File: config.mk
export PLATFORM = sky130hd
export DESIGN_NAME = voxel_cell_material_vote
export DESIGN_NICKNAME = d
export VERILOG_FILES = /design/src/hw/rtl/vcmv_pkg.sv /design/src/hw/rtl/vcmv_lane.sv /design/src/hw/rtl/vcmv_score.sv /design/src/hw/rtl/vcmv_merge.sv /design/src/hw/rtl/voxel_cell_material_vote.sv
export SDC_FILE = /design/constraint.sdc
export NUM_CORES = 1
export LEC_CHECK = 0
export ABC_AREA = 1
export BUFFER_PORTS_ARGS = -buffer_cell sky130_fd_sc_hd__buf_2
export CAP_MARGIN = 20
export CELL_PAD_IN_SITES_DETAIL_PLACEMENT = 1
export CELL_PAD_IN_SITES_GLOBAL_PLACEMENT = 2
export CORE_MARGIN = 1.5
export CORE_UTILIZATION = 32
export CTS_BUF_LIST = sky130_fd_sc_hd__clkbuf_4 sky130_fd_sc_hd__clkbuf_8 sky130_fd_sc_hd__clkbuf_16
export DETAILED_ROUTE_END_ITERATION = 10
export PLACE_DENSITY = 0.79
export SLEW_MARGIN = 20
export SYNTH_ARGS = -nofsm -noshare
export SYNTH_HDL_FRONTEND = slang
export SYNTH_SLANG_ARGS = --single-unit
File: constraint.sdc
create_clock -name clk -period 7.8 [get_ports clk]
set_input_delay 1.95 -clock clk [delete_from_list [all_inputs] [get_ports clk]]
set_output_delay 1.95 -clock clk [all_outputs]
set_load 0.02 [all_outputs]
File: src/hw/rtl/vcmv_pkg.sv
// shared types, constants and helpers of the voxel cell material vote
package vcmv_pkg;

    localparam int NUM_SAMPLES   = 8;
    localparam int CODE_W        = 16;
    localparam int SCORE_W       = 4;
    localparam int ANCHOR_SAMPLE = 3;
    localparam int MAIN_BONUS    = 2;
    localparam int ADDR_W        = 4;
    localparam int DATA_W        = 32;

    typedef logic [CODE_W-1:0]                   code_t;
    typedef logic [NUM_SAMPLES-1:0]              sample_mask_t;
    typedef logic [NUM_SAMPLES-1:0][CODE_W-1:0]  code_vec_t;
    typedef logic [SCORE_W-1:0]                  score_t;
    typedef logic [NUM_SAMPLES-1:0][SCORE_W-1:0] score_vec_t;

    // layer of each sample, bit i set when sample i lies in the upper layer
    localparam sample_mask_t LAYER_OF = 8'b1011_0001;

    // register indexes on the configuration port
    typedef enum logic [1:0] {
        REG_AIR     = 2'd0,
        REG_IGNORE  = 2'd1,
        REG_UNKNOWN = 2'd2
    } reg_index_t;

    localparam code_t AIR_RESET     = 16'd126;
    localparam code_t IGNORE_RESET  = 16'd127;
    localparam code_t UNKNOWN_RESET = 16'd125;

    typedef struct packed {
        logic [63:0]  codes_low;
        logic [63:0]  codes_high;
        sample_mask_t exposed_mask;
        sample_mask_t opaque_mask;
        sample_mask_t cover_mask;
    } cell_beat_t;

    typedef struct packed {
        logic       found;
        logic [2:0] chosen_index;
    } vote_beat_t;

    // cell-wide decisions shared by every scoring lane
    typedef struct packed {
        logic sel_solid;
        logic any_opaque;
        logic mixed;
    } vote_ctx_t;

    function automatic score_t popcount8(input sample_mask_t bits);
        score_t acc;
        acc = '0;
        for (int k = 0; k < NUM_SAMPLES; k++) begin
            acc = acc + score_t'(bits[k]);
        end
        return acc;
    endfunction

endpackage

File: src/hw/rtl/vcmv_lane.sv
// per-sample decode lane: validity, solidity and code match row
module vcmv_lane (
    input  vcmv_pkg::code_t        code,
    input  vcmv_pkg::code_vec_t    codes,
    input  vcmv_pkg::code_t        air_code,
    input  vcmv_pkg::code_t        ignore_code,
    input  vcmv_pkg::code_t        unknown_code,
    output logic                   valid,
    output logic                   solid,
    output vcmv_pkg::sample_mask_t eq_row
);
    import vcmv_pkg::*;

    always_comb
    begin
        valid = (code != ignore_code) && (code != unknown_code);
        solid = valid && (code != air_code);
        for (int j = 0; j < NUM_SAMPLES; j++) begin
            eq_row[j] = (codes[j] == code);
        end
    end

endmodule

File: src/hw/rtl/vcmv_score.sv
// per-sample scoring lane: eligibility and vote count
module vcmv_score (
    input  vcmv_pkg::vote_ctx_t    ctx,
    input  logic                   valid,
    input  logic                   solid,
    input  logic                   cover_flag,
    input  logic                   is_main,
    input  logic                   in_count,
    input  vcmv_pkg::sample_mask_t eq_row,
    input  vcmv_pkg::sample_mask_t cnt_mask,
    output logic                   cand,
    output logic                   competes,
    output vcmv_pkg::score_t       score
);
    import vcmv_pkg::*;

    score_t n;

    always_comb
    begin
        cand     = valid && (solid == ctx.sel_solid)
                   && !(ctx.sel_solid && ctx.any_opaque && cover_flag);
        competes = cand && in_count;
        n        = popcount8(eq_row & cnt_mask);
        // main sample bonus in a partly air cell
        if (ctx.sel_solid && ctx.mixed && is_main && (n > score_t'(1))) begin
            score = n + score_t'(MAIN_BONUS);
        end
        else begin
            score = n;
        end
    end

endmodule

File: src/hw/rtl/vcmv_merge.sv
// merge stage: highest score wins, main sample takes ties, else lowest index
module vcmv_merge (
    input  vcmv_pkg::sample_mask_t competes,
    input  vcmv_pkg::score_vec_t   scores,
    output vcmv_pkg::vote_beat_t   vote
);
    import vcmv_pkg::*;

    logic   found;
    logic [2:0] best_i;
    score_t best_n;

    always_comb
    begin
        found  = 1'b0;
        best_i = '0;
        best_n = '0;
        for (int i = 0; i < NUM_SAMPLES; i++) begin
            if (competes[i] && (!found || (scores[i] > best_n)
                || ((scores[i] == best_n) && (i == ANCHOR_SAMPLE)))) begin
                found  = 1'b1;
                best_i = 3'(i);
                best_n = scores[i];
            end
        end
        vote.found        = found;
        vote.chosen_index = found ? best_i : 3'd0;
    end

endmodule

File: src/hw/rtl/voxel_cell_material_vote.sv
// top level of the voxel cell material vote pipeline
//
// usage
//   cell channel: one beat carries the eight sample codes of a 2x2x2 cell and
//   the exposed, opaque and cover masks; a beat moves when cell_valid is high
//   and cell_stall is low
//   vote channel: one beat per cell with found and chosen_index, same rule on
//   vote_valid and vote_stall
//   throughput is one cell per cycle while vote_stall is low; eight decode
//   lanes compare every code pair in stage one, eight scoring lanes count votes
//   in stage two and the merge stage picks the winner into the output register
//   each stage holds its beat only while the stage after it is full and
//   stalled, so bubbles are squeezed out while the receiver stalls
//   cell_stall rises only when all three stages are full and vote_stall is high
//   reset empties the pipeline and loads air 126, ignore 127 and unknown 125
//   configuration (air, ignore, unknown codes at 0x0, 0x4, 0x8) is written by the user
//   through the apb port while the pipeline is empty, not enforced by the block; pready is always high
module voxel_cell_material_vote (
    input  logic                 clk,
    input  logic                 rst_n,
    input  logic                 cell_valid,
    output logic                 cell_stall,
    input  vcmv_pkg::cell_beat_t cell_data,
    output logic                 vote_valid,
    input  logic                 vote_stall,
    output vcmv_pkg::vote_beat_t vote_data,
    input  logic                 psel,
    input  logic                 penable,
    input  logic                 pwrite,
    input  logic [3:0]           paddr,
    input  logic [31:0]          pwdata,
    output logic [31:0]          prdata,
    output logic                 pready
);
    import vcmv_pkg::*;

    // configuration registers
    code_t air_reg;
    code_t ignore_reg;
    code_t unknown_reg;
    logic  cfg_write;
    reg_index_t cfg_idx;

    // stage one: decoded samples
    logic         s1_valid_reg;
    sample_mask_t s1_sval_reg;
    sample_mask_t s1_solid_reg;
    sample_mask_t s1_exp_reg;
    sample_mask_t s1_opaque_reg;
    sample_mask_t s1_cover_reg;
    sample_mask_t s1_eq_reg [NUM_SAMPLES];

    // stage two: lane scores
    logic         s2_valid_reg;
    sample_mask_t s2_comp_reg;
    score_vec_t   s2_score_reg;

    // output register
    logic       vote_valid_reg;
    vote_beat_t vote_data_reg;

    logic out_ready;
    logic s2_ready;
    logic s1_ready;

    code_vec_t    codes;
    sample_mask_t dec_valid;
    sample_mask_t dec_solid;
    sample_mask_t dec_eq [NUM_SAMPLES];

    vote_ctx_t    ctx;
    score_t       valid_n;
    score_t       solid_n;
    sample_mask_t cand;
    sample_mask_t competes;
    score_vec_t   scores;
    logic         top_any;
    logic         top_layer;
    sample_mask_t cnt_mask;
    vote_beat_t   merged;

    // ---------------- configuration port ----------------
    assign pready    = 1'b1;
    assign cfg_idx   = reg_index_t'(paddr[3:2]);
    assign cfg_write = psel && penable && pwrite;

    always_ff @(posedge clk or negedge rst_n)
    begin
        if (!rst_n) begin
            air_reg     <= AIR_RESET;
            ignore_reg  <= IGNORE_RESET;
            unknown_reg <= UNKNOWN_RESET;
        end
        else if (cfg_write) begin
            unique case (cfg_idx)
                REG_AIR:     air_reg     <= pwdata[CODE_W-1:0];
                REG_IGNORE:  ignore_reg  <= pwdata[CODE_W-1:0];
                REG_UNKNOWN: unknown_reg <= pwdata[CODE_W-1:0];
                default:     ;
            endcase
        end
    end

    always_comb
    begin
        unique case (cfg_idx)
            REG_AIR:     prdata = {{(DATA_W-CODE_W){1'b0}}, air_reg};
            REG_IGNORE:  prdata = {{(DATA_W-CODE_W){1'b0}}, ignore_reg};
            REG_UNKNOWN: prdata = {{(DATA_W-CODE_W){1'b0}}, unknown_reg};
            default:     prdata = '0;
        endcase
    end

    // ---------------- pipeline flow control ----------------
    // a stage may load when it is empty or its contents move on this cycle
    assign out_ready  = !vote_valid_reg || !vote_stall;
    assign s2_ready   = !s2_valid_reg || out_ready;
    assign s1_ready   = !s1_valid_reg || s2_ready;
    assign cell_stall = !s1_ready;

    always_ff @(posedge clk or negedge rst_n)
    begin
        if (!rst_n) begin
            s1_valid_reg   <= 1'b0;
            s2_valid_reg   <= 1'b0;
            vote_valid_reg <= 1'b0;
        end
        else begin
            if (s1_ready) begin
                s1_valid_reg <= cell_valid;
            end
            if (s2_ready) begin
                s2_valid_reg <= s1_valid_reg;
            end
            if (out_ready) begin
                vote_valid_reg <= s2_valid_reg;
            end
        end
    end

    // ---------------- stage one: decode lanes ----------------
    assign codes = code_vec_t'({cell_data.codes_high, cell_data.codes_low});

    for (genvar g = 0; g < NUM_SAMPLES; g++) begin : g_lane
        vcmv_lane u_lane (
            .code         (codes[g]),
            .codes        (codes),
            .air_code     (air_reg),
            .ignore_code  (ignore_reg),
            .unknown_code (unknown_reg),
            .valid        (dec_valid[g]),
            .solid        (dec_solid[g]),
            .eq_row       (dec_eq[g])
        );
    end

    always_ff @(posedge clk)
    begin
        if (cell_valid && s1_ready) begin
            s1_sval_reg   <= dec_valid;
            s1_solid_reg  <= dec_solid;
            s1_exp_reg    <= cell_data.exposed_mask;
            s1_opaque_reg <= cell_data.opaque_mask;
            s1_cover_reg  <= cell_data.cover_mask;
            s1_eq_reg     <= dec_eq;
        end
    end

    // ---------------- stage two: cell decisions and scoring lanes ----------------
    // a tie between solid and air samples makes the cell solid
    always_comb
    begin
        valid_n        = popcount8(s1_sval_reg);
        solid_n        = popcount8(s1_solid_reg);
        ctx.sel_solid  = {solid_n, 1'b0} >= {1'b0, valid_n};
        ctx.any_opaque = |(s1_solid_reg & s1_opaque_reg);
        ctx.mixed      = |(s1_sval_reg & ~s1_solid_reg);
    end

    // solid cell: only the exposed samples of the top exposed candidate layer, if any, count and compete
    always_comb
    begin
        top_any   = ctx.sel_solid && |(s1_exp_reg & cand);
        top_layer = |(s1_exp_reg & cand & LAYER_OF);
        if (top_any) begin
            cnt_mask = s1_exp_reg & (top_layer ? LAYER_OF : ~LAYER_OF);
        end
        else begin
            cnt_mask = '1;
        end
    end

    for (genvar g = 0; g < NUM_SAMPLES; g++) begin : g_score
        vcmv_score u_score (
            .ctx        (ctx),
            .valid      (s1_sval_reg[g]),
            .solid      (s1_solid_reg[g]),
            .cover_flag (s1_cover_reg[g]),
            .is_main    (g == ANCHOR_SAMPLE),
            .in_count   (cnt_mask[g]),
            .eq_row     (s1_eq_reg[g]),
            .cnt_mask   (cnt_mask),
            .cand       (cand[g]),
            .competes   (competes[g]),
            .score      (scores[g])
        );
    end

    always_ff @(posedge clk)
    begin
        if (s1_valid_reg && s2_ready) begin
            s2_comp_reg  <= competes;
            s2_score_reg <= scores;
        end
    end

    // ---------------- stage three: merge into the output register ----------------
    vcmv_merge u_merge (
        .competes (s2_comp_reg),
        .scores   (s2_score_reg),
        .vote     (merged)
    );

    always_ff @(posedge clk)
    begin
        if (s2_valid_reg && out_ready) begin
            vote_data_reg <= merged;
        end
    end

    assign vote_valid = vote_valid_reg;
    assign vote_data  = vote_data_reg;

    // ---------------- checks ----------------
    // input is held back only with the whole pipeline full
    a_stall_full: assert property (@(posedge clk) disable iff (!rst_n)
        cell_stall |-> (s1_valid_reg && s2_valid_reg && vote_valid_reg))
        else $error("cell stalled with room in the pipeline");

    // an accepted cell beat lands in stage one
    a_accept_s1: assert property (@(posedge clk) disable iff (!rst_n)
        (cell_valid && !cell_stall) |=> s1_valid_reg)
        else $error("accepted cell beat lost at stage one");

    // a blocked stage two beat keeps its scores
    a_s2_hold: assert property (@(posedge clk) disable iff (!rst_n)
        (s2_valid_reg && !s2_ready) |=> (s2_valid_reg && $stable(s2_score_reg)
                                         && $stable(s2_comp_reg)))
        else $error("stage two beat changed while blocked");

    // no selection reports index zero
    a_none_zero: assert property (@(posedge clk) disable iff (!rst_n)
        (vote_valid && !vote_data.found) |-> (vote_data.chosen_index == 3'd0))
        else $error("index set on a cell with no selection");

endmodule
==> Yosys cells after proc, flatten, opt, wreduce, memory -nomap -nowiden <==
Cells that the tools add are included.
{ "op_classes": {"add_sub_neg": 71, "reduce_logical": 103, "eq_ne": 91, "mux": 26, "bitwise_logic": 13, "n_lt_le_gt_ge": 9} }
{ "ops": {"columns": ["op", "count"], "rows": [
  ["16-bit == test", 56],
  ["16-bit inequality test", 24],
  ["4-bit by 1-bit adder with 4-bit output", 56],
  ["8-bit bitwise AND", 12],
  ["1-bit logical AND", 64],
  ["16-bit one-hot mux with 3 select lines", 1],
  ["4-bit two-way mux", 8],
  ["4-bit > comparator", 7],
  ["8-bit OR reduction", 3],
  ["1-bit by 1-bit adder with 2-bit output", 10],
  ["1-bit logical NOT", 20],
  ["3-bit two-way mux", 6],
  ["8-bit two-way mux", 2],
  ["1-bit logical OR", 11],
  ["1-bit two-way mux", 9],
  ["3-bit by 1-bit adder with 4-bit output", 2],
  ["1-bit == test", 8],
  ["8-bit NOT", 1],
  ["2-bit by 1-bit adder with 3-bit output", 2],
  ["2-bit AND reduction", 3],
  ["5-bit by 4-bit >= comparator with 1-bit output", 1],
  ["4-bit by 2-bit adder with 4-bit output, second input constant", 1],
  ["4-bit == test", 1],
  ["4-bit by 1-bit > comparator with 1-bit output, second input constant", 1],
  ["other kinds (4)", 4]
]} }
{ "word_totals": {"register_bits": 191, "output_inout_bits": 39, "inputBits": 195, "word_cells": 343} }

==> Longest topological paths before layout <==
Gate-level depths: netlist of run 1.
{ "depth": {"ltp_word": 30, "mapped_depth": 76, "ltp_nobuf": 76} }

==> Modules after synthesis <==
Synthesis of run 1 repeated with hierarchy kept, for this count alone.
{ "unflattened": {"hier_cells": 5169, "area_unflattened_um2": 33374.5} }
{ "by_module_without_submodules": {"columns": ["mod", "area_each_um2", "cells_per_inst", "seq_area_each_um2", "n_inst"], "rows": [
  ["vcmv_lane", 2661.3, 479, 0.0, 8],
  ["voxel_cell_material_vote", 7594.8, 551, 5744.3, 1],
  ["vcmv_score", 402.9, 70, 0.0, 8],
  ["vcmv_merge", 1266.2, 226, 0.0, 1]
]} }

==> Worst setup path after synthesis of run 1 <==
Ideal clock, no wire load.
{ "synth_timing": {"path_kind": "reg2reg", "from": "register s2_comp_reg[0]", "to": "register vote_data_reg (netlist bit vote_data[1]), data pin", "t_arrival_ns": 7.420, "t_required_ns": 7.544, "path_slack_ns": 0.124, "setup_time_ns": 0.256, "synth_period_minus_slack_ns": 7.676, "stages_incl_launch_ff": 72, "path_cell_list": "edfxtp_1 nand2_1 ha_1 nand2_1 inv_1 nand2_1 nand2_1 nand2_1 nand2_1 nand2_1 nand2_1 nand2_1 inv_1 ha_1 inv_1 nor2_1 o21ai_0 nand2_1 [36 not listed] o21bai_1 nand2_1 o21ai_0 a21oi_1 inv_1 or2_0 nand2_1 ha_1 inv_1 nor2_1 o21bai_1 nand2_1 o21ai_0 nand2_1 nand2_1 nand2_1 inv_1 nand2_1"} }
{ "synth_via": {"elab_chain_cells": 30, "word_cells_on_any_way": 51, "classes_between": "order compare (7); eq/ne (1); mux (21); reduce/logical (22)"} }
{ "synth_rtl": {"columns": ["element", "line", "text"], "rows": [
  ["from (decl)", "voxel_cell_material_vote.sv:55", "sample_mask_t s2_comp_reg;"],
  ["from (signal assigned)", "voxel_cell_material_vote.sv:212", "s2_comp_reg <= competes;"],
  ["4-bit two-way mux / 1-bit two-way mux (equally long branches)", "vcmv_merge.sv:19", "if (competes[i] && (!found || (scores[i] > best_n)"],
  ["4-bit > comparator / 1-bit logical NOT (equally long branches)", "vcmv_merge.sv:19", null],
  ["1-bit logical OR", "vcmv_merge.sv:19", null],
  ["1-bit logical AND", "vcmv_merge.sv:19", null],
  ["4-bit two-way mux / 1-bit two-way mux (equally long branches)", "vcmv_merge.sv:19", null],
  ["4-bit > comparator / 1-bit logical NOT (equally long branches)", "vcmv_merge.sv:19", null],
  ["1-bit logical OR", "vcmv_merge.sv:19", null],
  ["1-bit logical AND", "vcmv_merge.sv:19", null],
  ["[14 not listed]", null, null],
  ["4-bit > comparator / 1-bit logical NOT (equally long branches)", "vcmv_merge.sv:19", null],
  ["1-bit logical OR", "vcmv_merge.sv:19", null],
  ["1-bit logical AND", "vcmv_merge.sv:19", null],
  ["4-bit two-way mux / 1-bit two-way mux (equally long branches)", "vcmv_merge.sv:19", null],
  ["4-bit > comparator / 1-bit logical NOT (equally long branches)", "vcmv_merge.sv:19", null],
  ["1-bit logical OR", "vcmv_merge.sv:19", null],
  ["1-bit logical AND", "vcmv_merge.sv:19", null],
  ["3-bit two-way mux / 1-bit two-way mux (equally long branches)", "vcmv_merge.sv:19", null],
  ["to (signal assigned)", "voxel_cell_material_vote.sv:227", "vote_data_reg <= merged;"],
  ["to (decl)", "voxel_cell_material_vote.sv:60", "vote_beat_t vote_data_reg;"]
]} }
Parallel ways exist; a longest one is shown, timed or not.
A chain may end at the register's enable or synchronous reset.

==> Worst setup path after layout of run 1 <==
Ends and elaborated chain as after synthesis.

==> reports/metrics.csv, run 1 <==
stage,metric,value,unit
run_status,status,"finished, violations left",
run_status,violations,negative setup slack,
timing,fin_ws,-755,ps
place,dp_hpwl,90.0,mm
cts,hold_buffers,0,
worst_setup_path,reg2reg_to,vote_data[1],
cts,cts.htree.levels,4,
timing,rsz0062_at_grt,true,
pwr,vdd_drop_max,0.000151,V
synthesis,netlist.area_leader.share,17.8,%
route,drt-total-wl,126,mm
cts,cts_tree,yes,
die,dieWidth,253,um
worst_setup_path,critPathSlowestCell,edfxtp_1,
worst_setup_path,worstSetupPathType,reg2reg,
synthesis,yosys-top-cells-area,"xnor2_1, edfxtp_1, nand2_1",
worst_setup_path,critPathMaxStageDelay,490,ps
synthesis,syn_inst,2628,
hold_path,holdCritStartpoint,s2_valid_reg,
final_layout,largest_reg_flops,32,
die,core-area,0.0617,mm2
route,drc_errors,0,
synthesis,synth_top_cell_by_area,xnor2_1,
timing,period_share,110,%
die,io_pins,234,
synthesis,syn_avg_cell_area,7.60,um2
cts,cts_root_buf,clkbuf_16,
route,first_pass_iters,5,
global_route,antenna_found_initial,6,
timing,period_minus_slack,8560,ps
place,placed_cell_area,0.0218,mm2
die,dieArea,0.0639,mm2
hold_path,hold_end,vote_valid,
cts,cts_made_buffers,17,
timing,hold_violations,0,
global_route,grt_pass1_vias,22300,
worst_setup_path,worstRegToRegCells,64,
synthesis,synth_ff_type,edfxtp_1,
timing,tightest_slew,1280,ps
global_route,grtUsageTotal,38.8,%
timing,final_max_slew_viol_count,0,
synthesis,synth.most_common_cell,nand2_1,
worst_setup_path,rr_startpoint,s2_comp_reg[0],
die,num_rows,91,
final_layout,drive_gt1_share,19.9,%
cts,clk-insertion-delay-late,500,ps
timing,skew,22.7,ps
timing,relSlewSlack,13.3,%
pwr,netSwitchingFraction,47.4,%
route,wire_per_inst,34.4,um
pwr,p_comb_share,52.8,%
cts,clock_sinks,163,
route,drtIter0Drc,2743,
final_layout,final_nets,3096,
route,vias_per_cell,5.96,
synthesis,ys_warn_count,0,
final_layout,stdcell_area,0.0236,mm2
synthesis,synth.cell_area,0.0200,mm2
hold_path,holdPathStages,2,
final_layout,area_delta_synth_final,18.1,%
cts,clk_pin_slew_worst_paths,80,ps
worst_setup_path,cp-end-kind,register,
die,start_util,32.4,%
cts,cts_buffer_depth,2,
pwr,p_leak,0.0101,uW
place,numPortBuffers,198,
timing,setup_viol,3,
worst_setup_path,rrSetupSlack,-760,ps
synthesis,synth_seq_cells,163,
worst_setup_path,required,8050,ps
timing,fmax,117,MHz
synthesis,synth-async-reset-ratio,31.3,%
place,gp_congestion,1.04,
pwr,totalPowerFinal,4930,uW
worst_setup_path,critPathLaunchType,register,
final_layout,fillCellCount,7560,
worst_setup_path,cp_max_fo,7,
die,die_y,253,um
pwr,seqPwrFrac,28.5,%
global_route,grt_max_degree,69,
synthesis,synth_cell_type_count,51,
synthesis,synth_edf_count,112,
route,antenna_left,0,
hold_path,hp-class,reg2reg,
pwr,p_switching,2340,uW
pwr,p_per_area,209,mW/mm2
pwr,power_frac_clock,18.7,%
global_route,overflow,0,
synthesis,yosys-top-cells-count,"nand2_1, xnor2_1, inv_1",
flow_run,drv_cap,0,
worst_setup_path,worst_path_most_repeated_cell,buf_4,
synthesis,synth_seq_area_share,23.3,%
pwr,power.internal,2590,uW
global_route,grt_pass1_wl,171,mm
route,dr_total_vias,21800,
worst_setup_path,cp.arrival,8800,ps
[placed cells by master (no fill, tap or decap), drive strengths merged, types with 10 or more instances in the layout]
master | synthesis | layout
ha | 62 | 62
nor4 | 54 | 54
nor3 | 29 | 29
o22ai | 44 | 44
dfrtp | 32 | 32
xnor2 | 407 | 407
nand4 | 117 | 117
o2111ai | 30 | 30
edfxtp | 112 | 112
or4 | 10 | 10
clkinv | 14 | 19
nor4b | 12 | 12
conb | 2 | 17
nand2 | 587 | 587
a221oi | 21 | 21
buf | 82 | 346
xor2 | 170 | 170
fa | 40 | 40
nor2 | 51 | 51
o21ai | 65 | 65
a21oi | 26 | 26
nand3 | 93 | 93
o221ai | 44 | 44
inv | 301 | 307
or2 | 18 | 18
dfstp | 19 | 19
o211ai | 15 | 15
clkbuf | 127 | 18
[worst max path at each step]
stage | endpoint | slack [ps] | from
2_1_floorplan | vote_data[1] | 120 | s2_comp_reg[0]
6_report | vote_data[1] | -760 | s2_comp_reg[0]
4_1_cts | vote_data[2] | -440 | s2_comp_reg[0]
3_5_place_dp | vote_data[1] | -1240 | s2_comp_reg[0]
3_3_place_gp | vote_data[1] | -820 | s2_comp_reg[0]
5_1_grt | vote_data[1] | -1240 | s2_comp_reg[0]
[routing by layer]
| layer | GRT usage, % | vias to the layer above | routed length, um |
|---|---|---|---|
| met2 | 58.7 | 1452 | 53300 |
| met3 | 9.45 | 436 | 12400 |
| met5 | 0 | - | 2 |
| met4 | 26.6 | 2 | 10200 |
| li1 | - | 8964 | - |
| met1 | 48.7 | 10900 | 49800 |
[power groups by stage]
stage          sequential, uW  clock [uW]  combinational [uW]
6_report                 1400         922                2600
5_1_grt                  1400         957                2770
4_1_cts                  1380         934                2400
3_5_place_dp             1390           0                2160
3_3_place_gp             1390           0                2090
2_1_floorplan            1150           0                1450
[logic make-up (layout without fill, tap and decap cells)]
group / count (synthesis) / in the layout / share of synthesized area [%]
and+or+nand+nor: 997 / 997 / 23.8
xor gates and xnor gates: 577 / 577 / 25.3
buffers and inverters: 524 / 693 / 10.4
AOI/OAI and AO/OA: 263 / 263 / 9.20
DFF: 163 / 163 / 23.3
adders and majority gates: 102 / 102 / 7.89
other: 2 / 20 / 0.0376
[area by class of cell]
cell class | count | area (um2) | area share (%)
well taps | 837 | 1050 | 4.44
repair buffers | 346 | 2120 | 9.01
diodes | 3 | 7.51 | 0.0318
multi-input cells | 1956 | 13900 | 59.1
flip-flops and latches | 163 | 4660 | 19.8
inverters | 315 | 1190 | 5.06
clock buffers | 18 | 433 | 1.84
clock inverters | 14 | 170 | 0.722
[repair_timing]
item | CTS | global route
setup buffers | 48 | 19
resized for setup | 100 | 58
pin swaps | 55 | 36
endpoints found under the setup margin | 3 | 6
hold endpoints to repair | 0 | 0
[worst max-delay path: cells and delay by family, from the launching register on]
family / cells / cell delay [ps]
simple gates: 28 / 2750
flops: 1 / 490
buf+inv: 21 / 2480
fa+ha+maj: 5 / 1350
compound gates: 10 / 1210
[through the flow]
| stage | TNS [ps] | std cells | setup WS [ps] | utilization (%) | hold WS [ps] |
|---|---|---|---|---|---|
| after detailed placement | -3520 | 3549 | -1240 | 35.3 | 462 |
| after global routing | -3640 | 3650 | -1240 | 38.2 | 507 |
| after floorplan | 0 | 2643 | 124 | - | 433 |
| final | -2190 | 3652 | -755 | 38.2 | 475 |
| after CTS | -1220 | 3629 | -442 | 37.5 | 483 |
| after global placement | -2280 | 3549 | -820 | 35.3 | 453 |
(Power assumes the default switching activity.)
==> inputs of run 2 (changes only) <==
- PLACE_DENSITY: 0.79 -> 0.8
- SYNTH_HIERARCHICAL: not set -> 1
==> run 2 against run 1 <==
Net effect: the flow still finishes with violations (negative setup slack); core utilization down 1.4 points; clock skew up 4.6 ps; die area up 66%; fmax up 3.4%; non-clock buffer count up 48; register-to-register slack better by 280 ps; sequential power up 22%; clock-buffer cell count unchanged; total power up 18%; combinational power up 23%; routed wire length up 17%; critical path type unchanged; critical endpoint is now vote_data[1].
==> reports/metrics.csv, run 2 <==
stage,metric,value,unit,change
run_status,status,"finished, violations left",,unchanged
die,io_pins,234,,unchanged
cts,cts.htree.levels,4,,unchanged
worst_setup_path,critPathMaxStageDelay,490,ps,about the same
route,drt-total-wl,147,mm,was 126 mm
die,start_util,32.2,%,was 32.4%
worst_setup_path,cp-end-kind,register,,unchanged
synthesis,yosys-top-cells-area,"nand2_1, edfxtp_1, xnor2_1",,"was xnor2_1, edfxtp_1, nand2_1"
cts,cts_tree,yes,,unchanged
place,placed_cell_area,0.0360,mm2,was 0.0218 mm2
pwr,p_leak,0.0175,uW,was 0.0101 uW
die,num_rows,118,,was 91
synthesis,synth_seq_cells,199,,was 163
pwr,power.internal,3070,uW,was 2590 uW
route,dr_total_vias,33400,,was 21800
worst_setup_path,worstRegToRegCells,69,,was 64
flow_run,drv_cap,0,,unchanged
synthesis,synth_seq_area_share,17.2,%,was 23.3%
global_route,grt_max_degree,70,,was 69
global_route,grtUsageTotal,27.0,%,was 38.8%
timing,setup_viol,3,,unchanged
pwr,p_per_area,153,mW/mm2,was 209 mW/mm2
timing,timing.setup.tns,-1220,ps,was -2190 ps
timing,final_max_slew_viol_count,0,,unchanged
global_route,antenna_found_initial,2,,was 6
cts,clk-insertion-delay-late,500,ps,about the same
synthesis,synth-async-reset-ratio,25.6,%,was 31.3%
place,dp_hpwl,108,mm,was 90.0 mm
pwr,netSwitchingFraction,47.3,%,was 47.4%
synthesis,synth_ff_type,edfxtp_1,,unchanged
hold_path,hp-class,reg2reg,,unchanged
route,drc_errors,0,,unchanged
cts,cts_root_buf,clkbuf_16,,unchanged
final_layout,final_common_cell,nand2_1,,unchanged
route,drtIter0Drc,1936,,was 2743
die,core-area,0.103,mm2,was 0.0617 mm2
pwr,p_comb_share,55.2,%,was 52.8%
synthesis,netlist.area_leader.share,20.5,%,was 17.8%
pwr,power_frac_clock,15.5,%,was 18.7%
worst_setup_path,cp_max_fo,8,,was 7
place,numPortBuffers,198,,unchanged
final_layout,final_nets,5760,,was 3096
final_layout,final_cell_mix,"nand2_1, inv_1, xnor2_1",,"was nand2_1, xnor2_1, inv_1"
cts,clock_sinks,199,,was 163
synthesis,synth.most_common_cell,nand2_1,,unchanged
pwr,vdd_drop_max,0.000145,V,was 0.000151 V
final_layout,stdcell_area,0.0381,mm2,was 0.0236 mm2
timing,period_minus_slack,8270,ps,was 8560 ps
global_route,overflow,0,,unchanged
global_route,grt_pass1_wl,215,mm,was 171 mm
run_status,violations,negative setup slack,,unchanged
cts,cts_buffer_depth,2,,unchanged
synthesis,synth_top_cell_by_area,nand2_1,,was xnor2_1
worst_setup_path,worst_path_most_repeated_cell,nand2_1,,was buf_4
cts,cts_made_buffers,17,,unchanged
final_layout,largest_reg_flops,64,,was 32
synthesis,syn_inst,5169,,was 2628
synthesis,synth_cell_type_count,43,,was 51
timing,fmax,121,MHz,was 117 MHz
synthesis,synth.cell_area,0.0334,mm2,was 0.0200 mm2
worst_setup_path,critPathSlowestCell,edfxtp_1,,unchanged
pwr,p_switching,2750,uW,was 2340 uW
worst_setup_path,rr_startpoint,s2_comp_reg[0],,unchanged
timing,tightest_slew,1010,ps,was 1280 ps
synthesis,yosys-top-cells-count,"nand2_1, inv_1, xnor2_1",,"was nand2_1, xnor2_1, inv_1"
worst_setup_path,worstSetupPathType,reg2reg,,unchanged
timing,relSlewSlack,33.0,%,was 13.3%
global_route,grt_pass1_vias,32800,,was 22300
timing,hold_violations,0,,unchanged
hold_path,hold_end,vote_valid,,unchanged
die,dieArea,0.106,mm2,was 0.0639 mm2
timing,fin_ws,-472,ps,was -755 ps
place,gp_congestion,0.892,,was 1.04
route,wire_per_inst,21.4,um,was 34.4 um
timing,period_share,106,%,was 110%
worst_setup_path,cp.arrival,8490,ps,was 8800 ps
final_layout,area_delta_synth_final,14.1,%,was 18.1%
synthesis,ys_warn_count,6,,was 0
timing,skew,27.3,ps,was 22.7 ps
worst_setup_path,critPathLaunchType,register,,unchanged
synthesis,syn_avg_cell_area,6.46,um2,was 7.60 um2
hold_path,holdCritStartpoint,s2_valid_reg,,unchanged
worst_setup_path,rrSetupSlack,-470,ps,was -760 ps
route,antenna_left,0,,unchanged
die,dieWidth,326,um,was 253 um
cts,clk_pin_slew_worst_paths,80,ps,about the same
worst_setup_path,required,8020,ps,was 8050 ps
die,die_y,326,um,was 253 um
synthesis,synth_edf_count,148,,was 112
worst_setup_path,reg2reg_to,vote_data[1],,unchanged
route,vias_per_cell,4.88,,was 5.96
pwr,seqPwrFrac,29.3,%,was 28.5%
timing,rsz0062_at_grt,true,,unchanged
final_layout,drive_gt1_share,16.9,%,was 19.9%
route,first_pass_iters,5,,unchanged
hold_path,holdPathStages,2,,unchanged
run 2: worst max path at each step:
stage | from | end | cells after the start
floorplan | s1_sval_reg[0] | s2_score_reg[15] | 39
global placement | s2_comp_reg[0] | vote_data[1] | 71
detailed placement | s2_comp_reg[0] | vote_data[1] | 71
CTS | s2_comp_reg[0] | vote_data[1] | 71
global route | s2_comp_reg[0] | vote_data[1] | 70
finish | s2_comp_reg[0] | vote_data[1] | 69
run 2: logic make-up after synthesis:
| kind of cell | Yosys count | share of synthesized area [%] |
|---|---|---|
| AND/OR/NAND/NOR | 3044 | 41.1 |
| XOR/XNOR | 890 | 23.4 |
| buffers and inverters | 820 | 11.3 |
| flip-flops | 199 | 17.2 |
| adder cells (fa/ha/maj) | 109 | 4.99 |
| AO/OA/AOI/OAI | 105 | 2.02 |
| other | 2 | 0.0225 |
run 2: critical path: cells and delay by family (launching register included):
kind	cells	cell delay [ps]
AOI/OAI and AO/OA	12	1340
adders and majority gates	7	1690
buffers and inverters	10	730
DFF	1	490
and+or+nand+nor	40	3720
run 2: stage by stage:
step	hold WS, ps	util [%]	worst slack [ps]	cells	power (uW)
after floorplan	433	-	67.5	5200	3440
after global placement	442	34.8	-471	6759	4430
after detailed placement	452	34.8	-622	6759	4530
after CTS	470	35.9	-301	6828	5590
after global routing	488	36.8	-1020	6849	6260
final	464	36.8	-472	6851	5820
run 2: area by class of cell:
type | instances | area (um2)
Antenna cell | 2 | 5.00
Clock buffer | 18 | 433
Clock inverter | 14 | 154
Fill cell | 13500 | 65400
Inverter | 662 | 2500
Multi-Input combinational cell | 4182 | 25000
Sequential cell | 199 | 5740
Tap cell | 1380 | 1730
Timing Repair Buffer | 394 | 2560
run 2: power by group through the flow:
stage	Combinational [uW]	Clock, uW	Sequential (uW)
CTS	2960	927	1700
finish	3210	900	1710
floorplan	1900	0	1530
global placement	2720	0	1710
detailed placement	2810	0	1720
global route	3580	952	1730
run 2: metal layers:
layer | up-vias | share of wire [%] | track usage [%]
met4 | 2 | 4.6 | 11.5
li1 | 16300 | - | -
met2 | 730 | 48 | 46.0
met3 | 186 | 3.9 | 2.14
met5 | - | 0.0089 | 0
met1 | 16200 | 44 | 35.0
run 2: timing repair:
item                       CTS  global route
pin swaps                   57           103
cloned                       1             0
resized for setup           80           181
hold buffers                 0             0
setup endpoints to repair   13            22
setup buffers               36            21
==> inputs of run 3 (changes only) <==
- CORE_ASPECT_RATIO: not set -> 1.4
- REMOVE_ABC_BUFFERS: not set -> 1
==> run 3 against run 2 <==
Net effect: the run still ends with negative setup slack left; design area shrank 0.28%; combinational power is essentially flat; total power grew 0.93%; die area is essentially flat; register-to-register slack lost 320 ps; global-route usage grew 0.43 points; clock skew shrank 1.9 ps.
==> reports/metrics.csv, run 3 (synthesis gave the netlist of run 2 again) <==
stage,metric,value,unit,change
timing,relSlewSlack,35.7,%,was 33.0%
cts,clk_pin_slew_worst_paths,80,ps,about the same
timing,tightest_slew,965,ps,was 1010 ps
route,drc_errors,0,,unchanged
worst_setup_path,reg2reg_to,vote_data[1],,unchanged
route,wire_per_inst,21.7,um,was 21.4 um
final_layout,stdcell_area,0.0380,mm2,was 0.0381 mm2
hold_path,hp-class,reg2reg,,unchanged
worst_setup_path,required,8090,ps,was 8020 ps
timing,fin_ws,-788,ps,was -472 ps
global_route,overflow,0,,unchanged
cts,cts_tree,yes,,unchanged
cts,clk-insertion-delay-late,550,ps,was 500 ps
timing,hold_ws,481,ps,was 464 ps
timing,period_minus_slack,8590,ps,was 8270 ps
place,gp_congestion,0.902,,was 0.892
die,core-area,0.104,mm2,was 0.103 mm2
final_layout,drive_gt1_share,16.7,%,was 16.9%
final_layout,final_cell_mix,"nand2_1, inv_1, xnor2_1",,unchanged
route,antenna_left,0,,unchanged
cts,cts.htree.levels,4,,unchanged
final_layout,final_common_cell,nand2_1,,unchanged
worst_setup_path,rrSetupSlack,-790,ps,was -470 ps
worst_setup_path,cp-startpoint,s2_comp_reg[0],,unchanged
pwr,vdd_drop_max,0.000201,V,was 0.000145 V
cts,clock_sinks,199,,unchanged
final_layout,final_nets,5762,,was 5760
timing,period_share,110,%,was 106%
worst_setup_path,critPathSlowestCell,edfxtp_1,,unchanged
die,io_pins,234,,unchanged
route,vias_per_cell,4.91,,was 4.88
die,die_y,385,um,was 326 um
route,dr_total_vias,33500,,was 33400
timing,setup_viol,3,,unchanged
cts,hold_buffers,0,,unchanged
worst_setup_path,cp.arrival,8870,ps,was 8490 ps
final_layout,area_delta_synth_final,13.8,%,was 14.1%
worst_setup_path,worstSetupPathType,reg2reg,,unchanged
die,num_rows,140,,was 118
die,dieArea,0.106,mm2,about the same
global_route,grt_pass1_vias,32900,,was 32800
pwr,p_leak,0.0175,uW,about the same
global_route,grtUsageTotal,27.4,%,was 27.0%
global_route,antenna_found_initial,4,,was 2
worst_setup_path,critPathLaunchType,register,,unchanged
pwr,p_per_area,155,mW/mm2,was 153 mW/mm2
timing,rsz0062_at_grt,true,,unchanged
global_route,grt_pass1_wl,213,mm,was 215 mm
worst_setup_path,worst_path_most_repeated_cell,buf_4,,was nand2_1
timing,skew,25.5,ps,was 27.3 ps
worst_setup_path,endpoint,vote_data[1],,unchanged
place,placed_cell_area,0.0359,mm2,was 0.0360 mm2
run_status,violations,negative setup slack,,unchanged
die,dieWidth,276,um,was 326 um
worst_setup_path,critPathMaxStageDelay,520,ps,was 490 ps
flow_run,drv_cap,0,,unchanged
cts,cts_buffer_depth,2,,unchanged
die,start_util,32.2,%,about the same
run_status,status,"finished, violations left",,unchanged
worst_setup_path,cp-end-kind,register,,unchanged
timing,fmax,116,MHz,was 121 MHz
place,numPortBuffers,198,,unchanged
global_route,grt_max_degree,66,,was 70
cts,cts_root_buf,clkbuf_16,,unchanged
worst_setup_path,cp_max_fo,8,,unchanged
route,first_pass_iters,7,,was 5
cts,cts_made_buffers,17,,unchanged
place,dp_hpwl,110,mm,was 108 mm
worst_setup_path,rr_startpoint,s2_comp_reg[0],,unchanged
timing,hold_violations,0,,unchanged
final_layout,fin_util,36.6,%,was 36.8%
route,drt-total-wl,148,mm,was 147 mm
place,post-place-ws,-710,ps,was -622 ps
final_layout,fillCellCount,13500,,about the same
timing,final_max_slew_viol_count,0,,unchanged
final_layout,largest_reg_flops,64,,unchanged
worst_setup_path,worstRegToRegCells,67,,was 69
route,drtIter0Drc,1869,,was 1936
==> run 3: final cells by class <==
class | instances | area, um2 | share of cell area (%)
multi-input cells | 4181 | 24900 | 65.5
flip-flops and latches | 199 | 5740 | 15.1
clock inverters | 13 | 146 | 0.385
clock buffers | 19 | 440 | 1.16
well taps | 1349 | 1690 | 4.44
repair buffers | 397 | 2590 | 6.83
inverters | 662 | 2500 | 6.59
diodes | 2 | 5.00 | 0.0132
==> run 3: power breakdown <==
part           leakage (uW)  internal (uW)  switching [uW]
sequential          0.00201           1300             369
clock              0.000282            436             524
combinational        0.0152           1340            1900
==> run 3: repair_timing <==
item	in CTS	in global routing
pin swaps	69	104
resized for setup	70	175
buffers inserted	47	21
gates cloned	1	0
endpoints found under the setup margin	13	20
==> run 3: worst max-delay path: cells and delay by family (launching register included) <==
| family | cells | cell delay [ps] |
|---|---|---|
| AND/OR/NAND/NOR | 35 | 3460 |
| buffers and inverters | 17 | 1760 |
| adder cells (fa/ha/maj) | 6 | 1500 |
| AO/OA/AOI/OAI | 9 | 1080 |
| flip-flops | 1 | 520 |
==> run 3: worst min-delay path by stage <==
stage / endpoint / cells after the start / from
final: vote_valid / 2 / s2_valid_reg
after global routing: vote_valid / 2 / s2_valid_reg
after CTS: vote_valid / 2 / s2_valid_reg
after detailed placement: vote_valid / 2 / s2_valid_reg
after global placement: vote_valid / 2 / s2_valid_reg
after floorplan: vote_valid / 2 / s2_valid_reg
==> run 3: routing by layer <==
layer / vias up / routed length [um] / GRT usage (%)
met2: 685 / 72700 / 47.9
met4: 2 / 8360 / 13.9
met1: 16300 / 62400 / 33.4
li1: 16300 / - / -
met5: - / 12 / 0
met3: 211 / 4310 / 2.04
==> run 3: metrics by stage <==
step | setup TNS, ps | power (uW) | std cells
2_1_floorplan | -630 | 3300 | 5042
3_3_place_gp | -1400 | 4380 | 6718
3_5_place_dp | -2630 | 4480 | 6719
4_1_cts | -912 | 5640 | 6799
5_1_grt | -5010 | 6310 | 6822
6_report | -2330 | 5870 | 6822
